--- config.mk ---
export PLATFORM = sky130hd
export DESIGN_NAME = stack_machine_ops_top_flat
export DESIGN_NICKNAME = d
export VERILOG_FILES = /design/src/design/smo_pkg.sv /design/src/design/smo_in_if.sv /design/src/design/smo_out_if.sv /design/src/design/smo_dp.sv /design/src/design/smo_ctrl.sv /design/src/design/stack_machine_ops_top.sv /design/src/flat_wrapper.sv
export SDC_FILE = /design/constraint.sdc
export NUM_CORES = 2
export LEC_CHECK = 0
export ABC_CLOCK_PERIOD_IN_PS = 8800
export BUFFER_PORTS_ARGS = -buffer_cell sky130_fd_sc_hd__buf_2
export CORE_ASPECT_RATIO = 0.9
export CORE_UTILIZATION = 50
export CTS_BUF_LIST = sky130_fd_sc_hd__clkbuf_16
export DETAILED_ROUTE_END_ITERATION = 8
export GPL_TIMING_DRIVEN = 0
export PLACE_DENSITY = 0.76
export SYNTH_ARGS = -nofsm -noshare
export SYNTH_HDL_FRONTEND = slang
export SYNTH_HIERARCHICAL = 1
export SYNTH_SLANG_ARGS = --single-unit
--- constraint.sdc ---
create_clock -name clk -period 8.8 [get_ports clk]
set_clock_uncertainty 0.05 [all_clocks]
set_input_delay 1.76 -clock clk [delete_from_list [all_inputs] [get_ports clk]]
set_output_delay 1.76 -clock clk [all_outputs]
set_load 0.02 [all_outputs]
--- src/design/smo_pkg.sv ---
// Shared types and constants for the stack machine block.
// Used by the request/response interfaces, the controller, the datapath and the top level.
`default_nettype none

package smo_pkg;

  localparam int STACK_DEPTH = 32;
  localparam int ADDR_W      = $clog2(STACK_DEPTH);
  localparam int CNT_W       = $clog2(STACK_DEPTH + 1);
  localparam int WORD_W      = 32;
  localparam int LINE_W      = 16;
  localparam int CMD_W       = 3;
  localparam int KIND_W      = 2;
  localparam int CODE_W      = 3;

  typedef enum logic [CMD_W-1:0] {
    CMD_PUSH = 3'd0,
    CMD_LIST = 3'd1,
    CMD_PEEK = 3'd2,
    CMD_POP  = 3'd3,
    CMD_SWAP = 3'd4,
    CMD_ADD  = 3'd5
  } cmd_t;

  typedef enum logic [KIND_W-1:0] {
    KIND_ACK  = 2'd0,
    KIND_DATA = 2'd1,
    KIND_END  = 2'd2,
    KIND_ERR  = 2'd3
  } kind_t;

  typedef enum logic [CODE_W-1:0] {
    ERR_NONE       = 3'd0,
    ERR_PEEK_EMPTY = 3'd1,
    ERR_POP_EMPTY  = 3'd2,
    ERR_SWAP_SHORT = 3'd3,
    ERR_ADD_SHORT  = 3'd4,
    ERR_HALTED     = 3'd5,
    ERR_PUSH_FULL  = 3'd6
  } err_t;

  typedef enum logic [2:0] {
    DP_NOP,
    DP_LOAD,
    DP_PUSH,
    DP_POP,
    DP_ADD,
    DP_SWAP1,
    DP_SWAP2,
    DP_LIST_STEP
  } dp_op_t;

  typedef enum logic [1:0] {
    ST_IDLE,
    ST_EXEC,
    ST_SWAP,
    ST_LIST
  } state_t;

  typedef struct packed {
    dp_op_t op;
    logic   in_list;
    logic   emit;
    kind_t  kind;
    err_t   code;
    logic   last;
    logic   sel_top;
  } dp_cmd_t;

  typedef struct packed {
    cmd_t cmd;
    logic empty;
    logic few_entries;
    logic full;
    logic list_done;
    logic out_free;
  } dp_stat_t;

endpackage

`default_nettype wire

--- src/design/smo_in_if.sv ---
// Request channel of the stack machine: one command per request.
// Depends on smo_pkg for field widths.
`default_nettype none

interface smo_in_if;
  logic                              valid;
  logic                              ready;
  logic [smo_pkg::CMD_W-1:0]         cmd;
  logic signed [smo_pkg::WORD_W-1:0] push_value;
  logic [smo_pkg::LINE_W-1:0]        line_tag;

  modport source (output valid, output cmd, output push_value, output line_tag, input ready);
  modport sink (input valid, input cmd, input push_value, input line_tag, output ready);
endinterface

`default_nettype wire

--- src/design/smo_out_if.sv ---
// Response channel of the stack machine: one result per response beat.
// Depends on smo_pkg for field widths.
`default_nettype none

interface smo_out_if;
  logic                              valid;
  logic                              ready;
  logic [smo_pkg::KIND_W-1:0]        kind;
  logic signed [smo_pkg::WORD_W-1:0] data_value;
  logic [smo_pkg::CODE_W-1:0]        error_code;
  logic [smo_pkg::LINE_W-1:0]        error_line;
  logic                              last;

  modport source (output valid, output kind, output data_value, output error_code,
                  output error_line, output last, input ready);
  modport sink (input valid, input kind, input data_value, input error_code,
                input error_line, input last, output ready);
endinterface

`default_nettype wire

--- src/design/smo_dp.sv ---
// Stack machine datapath: stack memory, entry count, listing pointer,
// request latch and response register. Driven by smo_ctrl; depends on smo_pkg.
`default_nettype none

module smo_dp (
  input  wire logic                              clk,
  input  wire logic                              rst,
  input  wire smo_pkg::dp_cmd_t                  cmd,
  output smo_pkg::dp_stat_t                      stat,
  input  wire logic [smo_pkg::CMD_W-1:0]         item_cmd_in,
  input  wire logic signed [smo_pkg::WORD_W-1:0] item_value_in,
  input  wire logic [smo_pkg::LINE_W-1:0]        item_line_in,
  input  wire logic                              out_ready,
  output logic                                   out_valid,
  output logic [smo_pkg::KIND_W-1:0]             out_kind,
  output logic signed [smo_pkg::WORD_W-1:0]      out_data,
  output logic [smo_pkg::CODE_W-1:0]             out_code,
  output logic [smo_pkg::LINE_W-1:0]             out_line,
  output logic                                   out_last
);

  logic [smo_pkg::WORD_W-1:0] mem [smo_pkg::STACK_DEPTH];

  smo_pkg::cmd_t              item_cmd;
  logic [smo_pkg::WORD_W-1:0] item_value;
  logic [smo_pkg::LINE_W-1:0] item_line;
  logic [smo_pkg::CNT_W-1:0]  count;
  logic [smo_pkg::CNT_W-1:0]  count_next;
  logic [smo_pkg::CNT_W-1:0]  ptr;
  logic [smo_pkg::CNT_W-1:0]  ptr_next;
  logic [smo_pkg::WORD_W-1:0] rd_a;
  logic [smo_pkg::WORD_W-1:0] rd_b;
  logic [smo_pkg::WORD_W-1:0] tmp;
  logic [smo_pkg::CNT_W-1:0]  ra_full;
  logic [smo_pkg::CNT_W-1:0]  rb_full;
  logic [smo_pkg::ADDR_W-1:0] rd_addr_a;
  logic [smo_pkg::ADDR_W-1:0] rd_addr_b;
  logic                       wr_en;
  logic [smo_pkg::CNT_W-1:0]  wr_full;
  logic [smo_pkg::WORD_W-1:0] wr_data;
  logic                       out_free;

  assign out_free = !out_valid || out_ready;

  always_comb begin
    count_next = count;
    wr_en      = 1'b0;
    wr_full    = count;
    wr_data    = item_value;
    unique case (cmd.op)
      smo_pkg::DP_PUSH: begin
        wr_en      = 1'b1;
        wr_full    = count;
        wr_data    = item_value;
        count_next = count + smo_pkg::CNT_W'(1);
      end
      smo_pkg::DP_POP: begin
        count_next = count - smo_pkg::CNT_W'(1);
      end
      smo_pkg::DP_ADD: begin
        wr_en      = 1'b1;
        wr_full    = count - smo_pkg::CNT_W'(2);
        wr_data    = rd_a + rd_b;
        count_next = count - smo_pkg::CNT_W'(1);
      end
      smo_pkg::DP_SWAP1: begin
        wr_en   = 1'b1;
        wr_full = count - smo_pkg::CNT_W'(1);
        wr_data = rd_b;
      end
      smo_pkg::DP_SWAP2: begin
        wr_en   = 1'b1;
        wr_full = count - smo_pkg::CNT_W'(2);
        wr_data = tmp;
      end
      default: begin
      end
    endcase
  end

  always_comb begin
    if (cmd.op == smo_pkg::DP_LIST_STEP) begin
      ptr_next = ptr - smo_pkg::CNT_W'(1);
    end else if (cmd.in_list) begin
      ptr_next = ptr;
    end else begin
      ptr_next = count_next;
    end
    ra_full   = ptr_next - smo_pkg::CNT_W'(1);
    rb_full   = ptr_next - smo_pkg::CNT_W'(2);
    rd_addr_a = ra_full[smo_pkg::ADDR_W-1:0];
    rd_addr_b = rb_full[smo_pkg::ADDR_W-1:0];
  end

  always_ff @(posedge clk) begin
    if (wr_en) begin
      mem[wr_full[smo_pkg::ADDR_W-1:0]] <= wr_data;
    end
    rd_a <= mem[rd_addr_a];
    rd_b <= mem[rd_addr_b];
  end

  always_ff @(posedge clk) begin
    if (rst) begin
      count <= '0;
      ptr   <= '0;
    end else begin
      count <= count_next;
      ptr   <= ptr_next;
    end
  end

  always_ff @(posedge clk) begin
    if (cmd.op == smo_pkg::DP_LOAD) begin
      item_cmd   <= smo_pkg::cmd_t'(item_cmd_in);
      item_value <= item_value_in;
      item_line  <= item_line_in;
    end
    if (cmd.op == smo_pkg::DP_SWAP1) begin
      tmp <= rd_a;
    end
  end

  always_ff @(posedge clk) begin
    if (rst) begin
      out_valid <= 1'b0;
    end else if (cmd.emit) begin
      out_valid <= 1'b1;
    end else if (out_ready) begin
      out_valid <= 1'b0;
    end
  end

  always_ff @(posedge clk) begin
    if (cmd.emit) begin
      out_kind <= cmd.kind;
      out_data <= cmd.sel_top ? rd_a : '0;
      out_code <= cmd.code;
      out_line <= (cmd.kind == smo_pkg::KIND_ERR) ? item_line : '0;
      out_last <= cmd.last;
    end
  end

  always_comb begin
    stat.cmd         = item_cmd;
    stat.empty       = (count == '0);
    stat.few_entries = (count < smo_pkg::CNT_W'(2));
    stat.full        = (count >= smo_pkg::CNT_W'(smo_pkg::STACK_DEPTH));
    stat.list_done   = (ptr == '0);
    stat.out_free    = out_free;
  end

`ifndef NO_ASSERTIONS
  a_count_bound: assert property (@(posedge clk) disable iff (rst)
    count <= smo_pkg::CNT_W'(smo_pkg::STACK_DEPTH))
    else $error("entry count beyond stack depth");

  a_ptr_bound: assert property (@(posedge clk) disable iff (rst)
    ptr <= count)
    else $error("listing pointer above entry count");
`endif

endmodule

`default_nettype wire

--- src/design/smo_ctrl.sv ---
// Stack machine controller: request sequencing, error checks and halt state.
// Drives smo_dp through dp_cmd_t and reads dp_stat_t; depends on smo_pkg.
`default_nettype none

module smo_ctrl (
  input  wire logic              clk,
  input  wire logic              rst,
  input  wire logic              in_valid,
  output logic                   in_ready,
  input  wire smo_pkg::dp_stat_t stat,
  output smo_pkg::dp_cmd_t       cmd
);

  smo_pkg::state_t state;
  smo_pkg::state_t state_next;
  logic            halted;
  logic            halted_next;

  always_ff @(posedge clk) begin
    if (rst) begin
      state  <= smo_pkg::ST_IDLE;
      halted <= 1'b0;
    end else begin
      state  <= state_next;
      halted <= halted_next;
    end
  end

  always_comb begin
    state_next  = state;
    halted_next = halted;
    in_ready    = 1'b0;
    cmd.op      = smo_pkg::DP_NOP;
    cmd.in_list = 1'b0;
    cmd.emit    = 1'b0;
    cmd.kind    = smo_pkg::KIND_ACK;
    cmd.code    = smo_pkg::ERR_NONE;
    cmd.last    = 1'b1;
    cmd.sel_top = 1'b0;
    unique case (state)
      smo_pkg::ST_IDLE: begin
        in_ready = 1'b1;
        if (in_valid) begin
          cmd.op     = smo_pkg::DP_LOAD;
          state_next = smo_pkg::ST_EXEC;
        end
      end
      smo_pkg::ST_EXEC: begin
        if (stat.out_free) begin
          state_next = smo_pkg::ST_IDLE;
          cmd.emit   = 1'b1;
          if (halted) begin
            cmd.kind = smo_pkg::KIND_ERR;
            cmd.code = smo_pkg::ERR_HALTED;
          end else begin
            unique case (stat.cmd)
              smo_pkg::CMD_PUSH: begin
                if (stat.full) begin
                  cmd.kind = smo_pkg::KIND_ERR;
                  cmd.code = smo_pkg::ERR_PUSH_FULL;
                end else begin
                  cmd.op = smo_pkg::DP_PUSH;
                end
              end
              smo_pkg::CMD_LIST: begin
                cmd.emit    = 1'b0;
                cmd.in_list = 1'b1;
                state_next  = smo_pkg::ST_LIST;
              end
              smo_pkg::CMD_PEEK: begin
                if (stat.empty) begin
                  cmd.kind = smo_pkg::KIND_ERR;
                  cmd.code = smo_pkg::ERR_PEEK_EMPTY;
                end else begin
                  cmd.kind    = smo_pkg::KIND_DATA;
                  cmd.sel_top = 1'b1;
                end
              end
              smo_pkg::CMD_POP: begin
                if (stat.empty) begin
                  cmd.kind = smo_pkg::KIND_ERR;
                  cmd.code = smo_pkg::ERR_POP_EMPTY;
                end else begin
                  cmd.op = smo_pkg::DP_POP;
                end
              end
              smo_pkg::CMD_SWAP: begin
                if (stat.few_entries) begin
                  cmd.kind = smo_pkg::KIND_ERR;
                  cmd.code = smo_pkg::ERR_SWAP_SHORT;
                end else begin
                  cmd.op     = smo_pkg::DP_SWAP1;
                  cmd.emit   = 1'b0;
                  state_next = smo_pkg::ST_SWAP;
                end
              end
              smo_pkg::CMD_ADD: begin
                if (stat.few_entries) begin
                  cmd.kind = smo_pkg::KIND_ERR;
                  cmd.code = smo_pkg::ERR_ADD_SHORT;
                end else begin
                  cmd.op = smo_pkg::DP_ADD;
                end
              end
              default: begin
              end
            endcase
          end
          if (cmd.emit && cmd.kind == smo_pkg::KIND_ERR) begin
            halted_next = 1'b1;
          end
        end
      end
      smo_pkg::ST_SWAP: begin
        if (stat.out_free) begin
          cmd.op     = smo_pkg::DP_SWAP2;
          cmd.emit   = 1'b1;
          state_next = smo_pkg::ST_IDLE;
        end
      end
      smo_pkg::ST_LIST: begin
        cmd.in_list = 1'b1;
        if (stat.out_free) begin
          cmd.emit = 1'b1;
          if (stat.list_done) begin
            cmd.in_list = 1'b0;
            cmd.kind    = smo_pkg::KIND_END;
            state_next  = smo_pkg::ST_IDLE;
          end else begin
            cmd.op      = smo_pkg::DP_LIST_STEP;
            cmd.kind    = smo_pkg::KIND_DATA;
            cmd.sel_top = 1'b1;
            cmd.last    = 1'b0;
          end
        end
      end
      default: begin
        state_next = smo_pkg::ST_IDLE;
      end
    endcase
  end

`ifndef NO_ASSERTIONS
  a_halt_sticky: assert property (@(posedge clk) disable iff (rst)
    halted |=> halted)
    else $error("halt cleared without reset");

  a_err_halts: assert property (@(posedge clk) disable iff (rst)
    (cmd.emit && cmd.kind == smo_pkg::KIND_ERR) |=> halted)
    else $error("error response without halt");

  a_halt_no_change: assert property (@(posedge clk) disable iff (rst)
    halted |-> (cmd.op == smo_pkg::DP_NOP || cmd.op == smo_pkg::DP_LOAD))
    else $error("stack modified while halted");
`endif

endmodule

`default_nettype wire

--- src/design/stack_machine_ops_top.sv ---
// Top level of the stack machine: joins controller and datapath to the channels.
// Depends on smo_pkg, smo_in_if, smo_out_if, smo_ctrl and smo_dp.
//
// A request carries one stack command (push, list, peek, pop, swap, add) and is
// taken only while the block is idle; the stack lives in a memory with one write
// port and two registered read ports that read the top two entries (in a listing,
// the two below the pointer). Push, pop, peek, add and unused codes pass accept
// and execute; a swap adds a second write step, as its writes share the write
// port. A listing returns each entry, then an end marker, one per cycle while the
// response channel is free. A new request can be taken while the previous response
// still waits in the output register. After any error every request answers with
// a halted error until reset. No clearing pass is needed after reset.
`default_nettype none

module stack_machine_ops_top (
  input  wire logic  clk,
  input  wire logic  rst,
  smo_in_if.sink     req,
  smo_out_if.source  rsp
);

  smo_pkg::dp_cmd_t  cmd;
  smo_pkg::dp_stat_t stat;
  logic              in_ready;

  assign req.ready = in_ready;

  smo_ctrl u_ctrl (
    .clk      (clk),
    .rst      (rst),
    .in_valid (req.valid),
    .in_ready (in_ready),
    .stat     (stat),
    .cmd      (cmd)
  );

  smo_dp u_dp (
    .clk           (clk),
    .rst           (rst),
    .cmd           (cmd),
    .stat          (stat),
    .item_cmd_in   (req.cmd),
    .item_value_in (req.push_value),
    .item_line_in  (req.line_tag),
    .out_ready     (rsp.ready),
    .out_valid     (rsp.valid),
    .out_kind      (rsp.kind),
    .out_data      (rsp.data_value),
    .out_code      (rsp.error_code),
    .out_line      (rsp.error_line),
    .out_last      (rsp.last)
  );

endmodule

`default_nettype wire
--- src/flat_wrapper.sv ---
// flat-port wrapper written by rule: the top's interface ports become plain ports
module stack_machine_ops_top_flat 
  (clk, rst, req_valid, req_cmd, req_push_value, req_line_tag, req_ready, rsp_valid, rsp_kind, rsp_data_value, rsp_error_code, rsp_error_line, rsp_last, rsp_ready);
  smo_in_if req_i ();
  smo_out_if rsp_i ();
  input  wire logic clk;
  input  wire logic rst;
  input wire logic [$bits(req_i.valid)-1:0] req_valid;
  input wire logic [$bits(req_i.cmd)-1:0] req_cmd;
  input wire logic [$bits(req_i.push_value)-1:0] req_push_value;
  input wire logic [$bits(req_i.line_tag)-1:0] req_line_tag;
  output wire logic [$bits(req_i.ready)-1:0] req_ready;
  output wire logic [$bits(rsp_i.valid)-1:0] rsp_valid;
  output wire logic [$bits(rsp_i.kind)-1:0] rsp_kind;
  output wire logic [$bits(rsp_i.data_value)-1:0] rsp_data_value;
  output wire logic [$bits(rsp_i.error_code)-1:0] rsp_error_code;
  output wire logic [$bits(rsp_i.error_line)-1:0] rsp_error_line;
  output wire logic [$bits(rsp_i.last)-1:0] rsp_last;
  input wire logic [$bits(rsp_i.ready)-1:0] rsp_ready;
  assign req_i.valid = req_valid;
  assign req_i.cmd = req_cmd;
  assign req_i.push_value = req_push_value;
  assign req_i.line_tag = req_line_tag;
  assign req_ready = req_i.ready;
  assign rsp_valid = rsp_i.valid;
  assign rsp_kind = rsp_i.kind;
  assign rsp_data_value = rsp_i.data_value;
  assign rsp_error_code = rsp_i.error_code;
  assign rsp_error_line = rsp_i.error_line;
  assign rsp_last = rsp_i.last;
  assign rsp_i.ready = rsp_ready;
  stack_machine_ops_top u_core (.clk(clk), .rst(rst), .req(req_i), .rsp(rsp_i));
endmodule
# After elaboration in Yosys (flattened, before gate mapping)
# Memories as Yosys holds them, arrays and structs flattened. A register that Yosys moved wholly into a read port is not among the register bits.
# Cells that the tools add are included.
[op_classes]
n_eq_ne = 22
magnitude_cmp = 2
n_reduce_logical = 15
addsub = 7
muxes = 59
[ops]
columns = ["operator", "n"]
rows = [
  ["one-hot mux 32 bit (3 select lines)", 1],
  ["two-way mux 5 bit", 10],
  ["adder 32 bit", 1],
  ["one-hot mux 5 bit (5 select lines)", 1],
  ["one-hot mux 3 bit (4 select lines)", 2],
  ["two-way mux 2 bit", 11],
  ["equality test 3 bit, second input constant", 6],
  ["two-way mux 1 bit", 17],
  ["equality test 3 x 2 -> 1 bit, second input constant", 4],
  ["logical NOT 6 bit", 2],
  ["two-way mux 3 bit", 4],
  ["two-way mux 6 bit", 2],
  ["one-hot mux 6 bit (2 select lines)", 1],
  ["subtractor 6 x 1 -> 6 bit, second input constant", 2],
  ["two-way mux 10 bit", 1],
  ["one-hot mux 5 bit (2 select lines)", 1],
  ["subtractor 5 x 2 -> 5 bit, second input constant", 2],
  ["equality test 2 bit, second input constant", 4],
  ["!= test 2 bit, second input constant", 4],
  ["one-hot mux 2 bit (2 select lines)", 2],
  ["one-hot mux 2 bit (4 select lines)", 1],
  ["two-way mux 7 bit", 1],
  ["adder 6 x 1 -> 6 bit, second input constant", 1],
  ["equality test 3 x 1 -> 1 bit, second input constant", 2],
  ["other kinds (18)", 22],
]
[word_totals]
ff_bits = 153
out_inout_bits = 56
word_cells = 120
in_bits = 55
memories = 1
ramBits = 1024
[memory_table]
columns = ["name", "words", "word_bits", "rd", "rd_clocked_by_memory_dff", "wr", "line", "source"]
rows = [
  ["u_core.u_dp.mem", 32, 32, 2, 2, 1, "smo_dp.sv:22", "logic [smo_pkg::WORD_W-1:0] mem [smo_pkg::STACK_DEPTH];"],
]

# Logic depth before layout (Yosys ltp)
[logic_depth]
ltp_word = 14
depth_mapped = 24

# By module
# The synthesis kept the hierarchy.
[by_module_without_submodules]
columns = ["mod", "instances", "area_per_inst_um2", "cells_per_inst", "seq_area_each_um2"]
rows = [
  ["smo_dp", 1, 58736.3, 3841, 36404.9],
  ["smo_ctrl", 1, 496.7, 74, 60.1],
]

# Least setup slack after synthesis
# OpenSTA, ideal clock, no wires.
[synth_path]
kind = "input to register"
from = "in rsp_ready"
to = "reg u_core/u_dp/rd_a[15] (netlist name) (read register of u_core.u_dp.mem)"
setup_slack_ns = 2.469
setup_time_ns = 0.121
required_time_ns = 8.629
stages = 20
arrival_ns = 6.160
path_cell_list = "nand2b_1 buf_4 nand4bb_1 o41ai_1 buf_2 or3b_1 a21oi_1 nor3_1 o22ai_2 inv_1 clkbuf_1 clkbuf_1 ha_1 clkbuf_1 clkbuf_1 clkbuf_1 mux4_2 mux2i_1 a21oi_1 mux2_2"
[synth_rtl]
columns = ["item", "line", "source"]
rows = [
  ["start, declared", "flat_wrapper.sv:19", "input wire logic [$bits(rsp_i.ready)-1:0] rsp_ready;"],
  ["end, declared", "smo_dp.sv:31", "logic [smo_pkg::WORD_W-1:0] rd_a;"],
]

==> metrics.csv <==
stage,metric,value,unit
cts,Worst-Skew Late Latency,0.74,ns
logic_synthesis,share of the synthesized area in the top cell type,0.589,
worst_setup_path,Worst setup startpoint,u_core/u_dp/count[3],
floorplanning,core area,117000,sq um
worst_setup_path,crit-path cells,clkbuf_1 -> or2_1 -> nor4b_1 -> inv_1 -> a41oi_1 -> o31ai_1 -> buf_6 -> nor2_2 -> o32ai_1 -> nor3_1 -> o22ai_4 -> inv_1 -> clkbuf_1 -> clkbuf_2 -> ha_1 -> clkbuf_1 -> clkbuf_1 -> mux4_2 -> nor2b_1 -> a211oi_1 -> a21oi_1 -> mux2_2,
timing,worst setup margin,0.0578,ns
route,DR vias,40300,
route,metal3 WL,29700,microns
worst_setup_path,FF-to-FF Start,u_core/u_dp/count[3],
floorplanning,# rows,119,
logic_synthesis,register bit count reported by yosys,1241,
worst_setup_path,CP Launch Type,register,
route,WL met1,69300,microns
worst_setup_path,CP endpoint,u_core/u_dp/rd_a[20],
finish,final cell count without fillers,5881,
cts,"CTS clk-pin slew, worst paths",0.06,ns
power,LEAKAGE,22.5,nW
floorplanning,Chip Height,329,microns
timing,slew at the pin with the worst max-slew slack,1.49,ns
logic_synthesis,async set-reset flop share out of synthesis,0,
global_route,GRT Overall Usage,0.313,
logic_synthesis,"Seq/Total Area, Yosys",0.616,
place,area post-placement,63300,sq um
route,post-route ant nets,0,
logic_synthesis,Ys Warns,6,
route,total wire length,189000,microns
logic_synthesis,main flop type after synthesis,edfxtp_1,
timing,RSZ-0062 raised after global routing,false,
power,pwr dens,277,nW/um^2
timing,Tcrit/Tclk final,0.993,
place,Port Buf Inserts,110,
worst_setup_path,"most used cell, CP",clkbuf_1,
global_route,first-pass GRT wire length,267000,microns
logic_synthesis,most frequent cell after synthesis,edfxtp_1,
timing,Max Fclk,114,MHz
cts,htree depth,3,
cts,TritonCTS Buffers,117,
finish,Final nets,4302,
logic_synthesis,Netlist cell types,87,
worst_setup_path,Critical Path End Type,register,
place,gpl congestion,0.961,
logic_synthesis,top post-synthesis cells by area,"edfxtp_1, mux4_2, mux2i_1",
cts,# hold bufs at CTS,0,
route,DRC,0,
cts,clock sinks,1241,
global_route,initial antenna violation count,2,
worst_setup_path,worst path required time,9.37,ns
route,routed len/inst,32.1,microns
power,VDD IR max,0.199,mV
logic_synthesis,Post-synth EDFFs,1161,
timing,Final Hold Vio Count,0,
floorplanning,I/O pins,111,
floorplanning,Die Wd,365,microns
worst_setup_path,Crit Reg-Reg Endpoint,u_core/u_dp/rd_a[20],
timing,Final Setup Violations,0,
logic_synthesis,synthesized area,59200,sq um
route,DR iter-0 viols,7396,
finish,area grow syn2layout,13.6,%
cts,CTS tree,built,
logic_synthesis,syn nets,4012,
finish,share of layout cells above drive strength 1,0.219,
worst_setup_path,flop2flop setup slack,0.06,ns
route,top layer in use,met4,
timing,minimum clock period,8.74,ns
cts,Max clock buf depth,3,
hold_path,Hold WC Path Type,register to register,
worst_setup_path,crit-path max FO,12,
worst_setup_path,CP max-delay cell,a211oi_1,
route,Vias/cell,6.86,
floorplanning,Initial Util,0.505,
flow_run,Max-cap violations,0,
logic_synthesis,"top cells by count, synth","edfxtp_1, mux2i_1, nand2_1, mux4_2, a31oi_1",
global_route,GRT overflow,0,
worst_setup_path,critical path type,register to register,
worst_setup_path,"slowest stage delay, CP",0.74,ns
route,met2 WL post-DR,77600,microns
cts,Root Buffer Master,clkbuf_16,
route,First-pass DRT Iterations,6,
global_route,largest net degree at the start of global routing,33,
logic_synthesis,Mean Syn Cell Area,15.1,sq um
place,Inst Count DP,5659,
status,status,"finished, final reports clean",
floorplanning,die area,120000,sq um
timing,Pins Over Slew Limit,0,
place,dpl ws,-1.03,ns
place,detailed placer's ending HPWL,136000,microns
timing,relative slew slack,0.00913,
logic_synthesis,dominant cell type by area after synthesis,edfxtp_1,
logic_synthesis,Mapped Cells,3915,
worst_setup_path,r2r worst-path depth,22,
finish,post-route cell area,67300,sq um
worst_setup_path,WP data arrival,9.31,ns
global_route,vias in the first global route,38600,
## placed cells by master (no fill, tap or decap), drive strengths merged, types with 11 or more instances in the layout
master,n
bufinv,13
nor3,13
a21oi,133
dfxtp,80
buf,316
clkbuf,260
and3,88
mux2,67
nand2,441
o21a,12
clkinv,53
nor2,103
xor2,11
a211oi,134
mux4,320
inv,53
o21ai,50
a31oi,137
nand3,15
and2,99
xnor2,21
edfxtp,1161
nor2b,77
a21o,13
mux2i,458
ha,41
## through the flow
| stage | total power [W] | util | setup TNS [ns] | hold slack (ns) |
|---|---|---|---|---|
| after global routing | 0.0190 | 0.574 | 0 | 0.432 |
| after floorplan | 0.0109 | - | 0 | 0.378 |
| after global placement | 0.0131 | 0.527 | -114.04 | 0.396 |
| after CTS | 0.0184 | 0.574 | 0 | 0.427 |
| final | 0.0186 | 0.574 | 0 | 0.421 |
| after detailed placement | 0.0133 | 0.541 | -29.62 | 0.412 |
## worst min-delay path by stage
stage	startpoint	to	slack, ns	cells past startpoint
after CTS	u_core/u_dp/rd_a[16]	u_core/u_dp/tmp[16]	0.43	0
after global routing	u_core/u_dp/rd_a[7]	u_core/u_dp/tmp[7]	0.43	0
after global placement	u_core/u_dp/rd_a[14]	u_core/u_dp/tmp[14]	0.40	0
final	u_core/u_dp/rd_a[16]	u_core/u_dp/tmp[16]	0.42	0
after floorplan	u_core/u_dp/rd_a[30]	u_core/u_dp/tmp[30]	0.38	0
after detailed placement	u_core/u_dp/rd_a[20]	u_core/u_dp/tmp[20]	0.41	0
## power breakdown
part / switching (W) / internal, W
logic: 0.00415 / 0.00231
registers: 0.000179 / 0.00682
clock network: 0.00224 / 0.00292
total: 0.00656 / 0.0121
## worst max-delay path: cells and delay by family (launching register included)
family	cells	cell delay, ns
AND/OR/NAND/NOR	5	2.03
adder cells (fa/ha/maj)	1	0.31
flip-flops	1	0.30
buffers and inverters	8	3.39
multiplexers	2	0.76
AO/OA/AOI/OAI	6	1.77
## final cells by class
type,count,area [sq um]
Fill cell,8835,49900
Sequential cell,1241,36500
Multi-Input combinational cell,2363,21700
Clock buffer,124,3100
Tap cell,1573,1970
Timing Repair Buffer,171,1750
Buffer,281,1410
Clock inverter,96,806
Inverter,30,115
Antenna cell,2,5.00
## registers in the layout, summed over array words and instances (netlist names)
register and cells:
u_core/u_dp/out_code 3, u_core/u_dp/item_cmd 3, u_core/u_dp/out_kind 2, u_core/u_dp/out_data 32
u_core/u_dp/out_line 16, u_core/u_ctrl/halted 1, u_core/u_dp/rd_a 32, u_core/u_dp/item_value 32
u_core/u_dp/tmp 32, u_core/u_dp/count 6, u_core/u_dp/ptr 6, u_core/u_dp/rd_b 32
u_core/u_dp/mem 1024, u_core/u_dp/out_last 1, u_core/u_ctrl/state 2, u_core/u_dp/out_valid 1
u_core/u_dp/item_line 16
## what timing repair did
item / CTS / global route
endpoints found under the setup margin: 32 / 32
pin swaps: 0 / 0
resized for setup: 6 / 10
setup buffers: 0 / 0
## cell families (layout without fill, tap and decap cells)
group / Yosys count / after routing / synth area share
DFF: 1241 / 1241 / 0.616
and+or+nand+nor: 881 / 881 / 0.0707
muxes: 845 / 845 / 0.212
AOI/OAI and AO/OA: 563 / 563 / 0.0622
buffers and inverters: 311 / 702 / 0.0256
adders and majority gates: 42 / 42 / 0.00900
xor gates and xnor gates: 32 / 32 / 0.00499
other: 0 / 2 / 0
## metal layers
layer / global-route usage / vias to the layer above
li1: - / 16100
met1: 0.449 / 20000
met2: 0.428 / 3654
met3: 0.0906 / 556
met4: 0.175 / 0
met5: 0 / -
No activity file was read; power rests on OpenSTA's default activity.
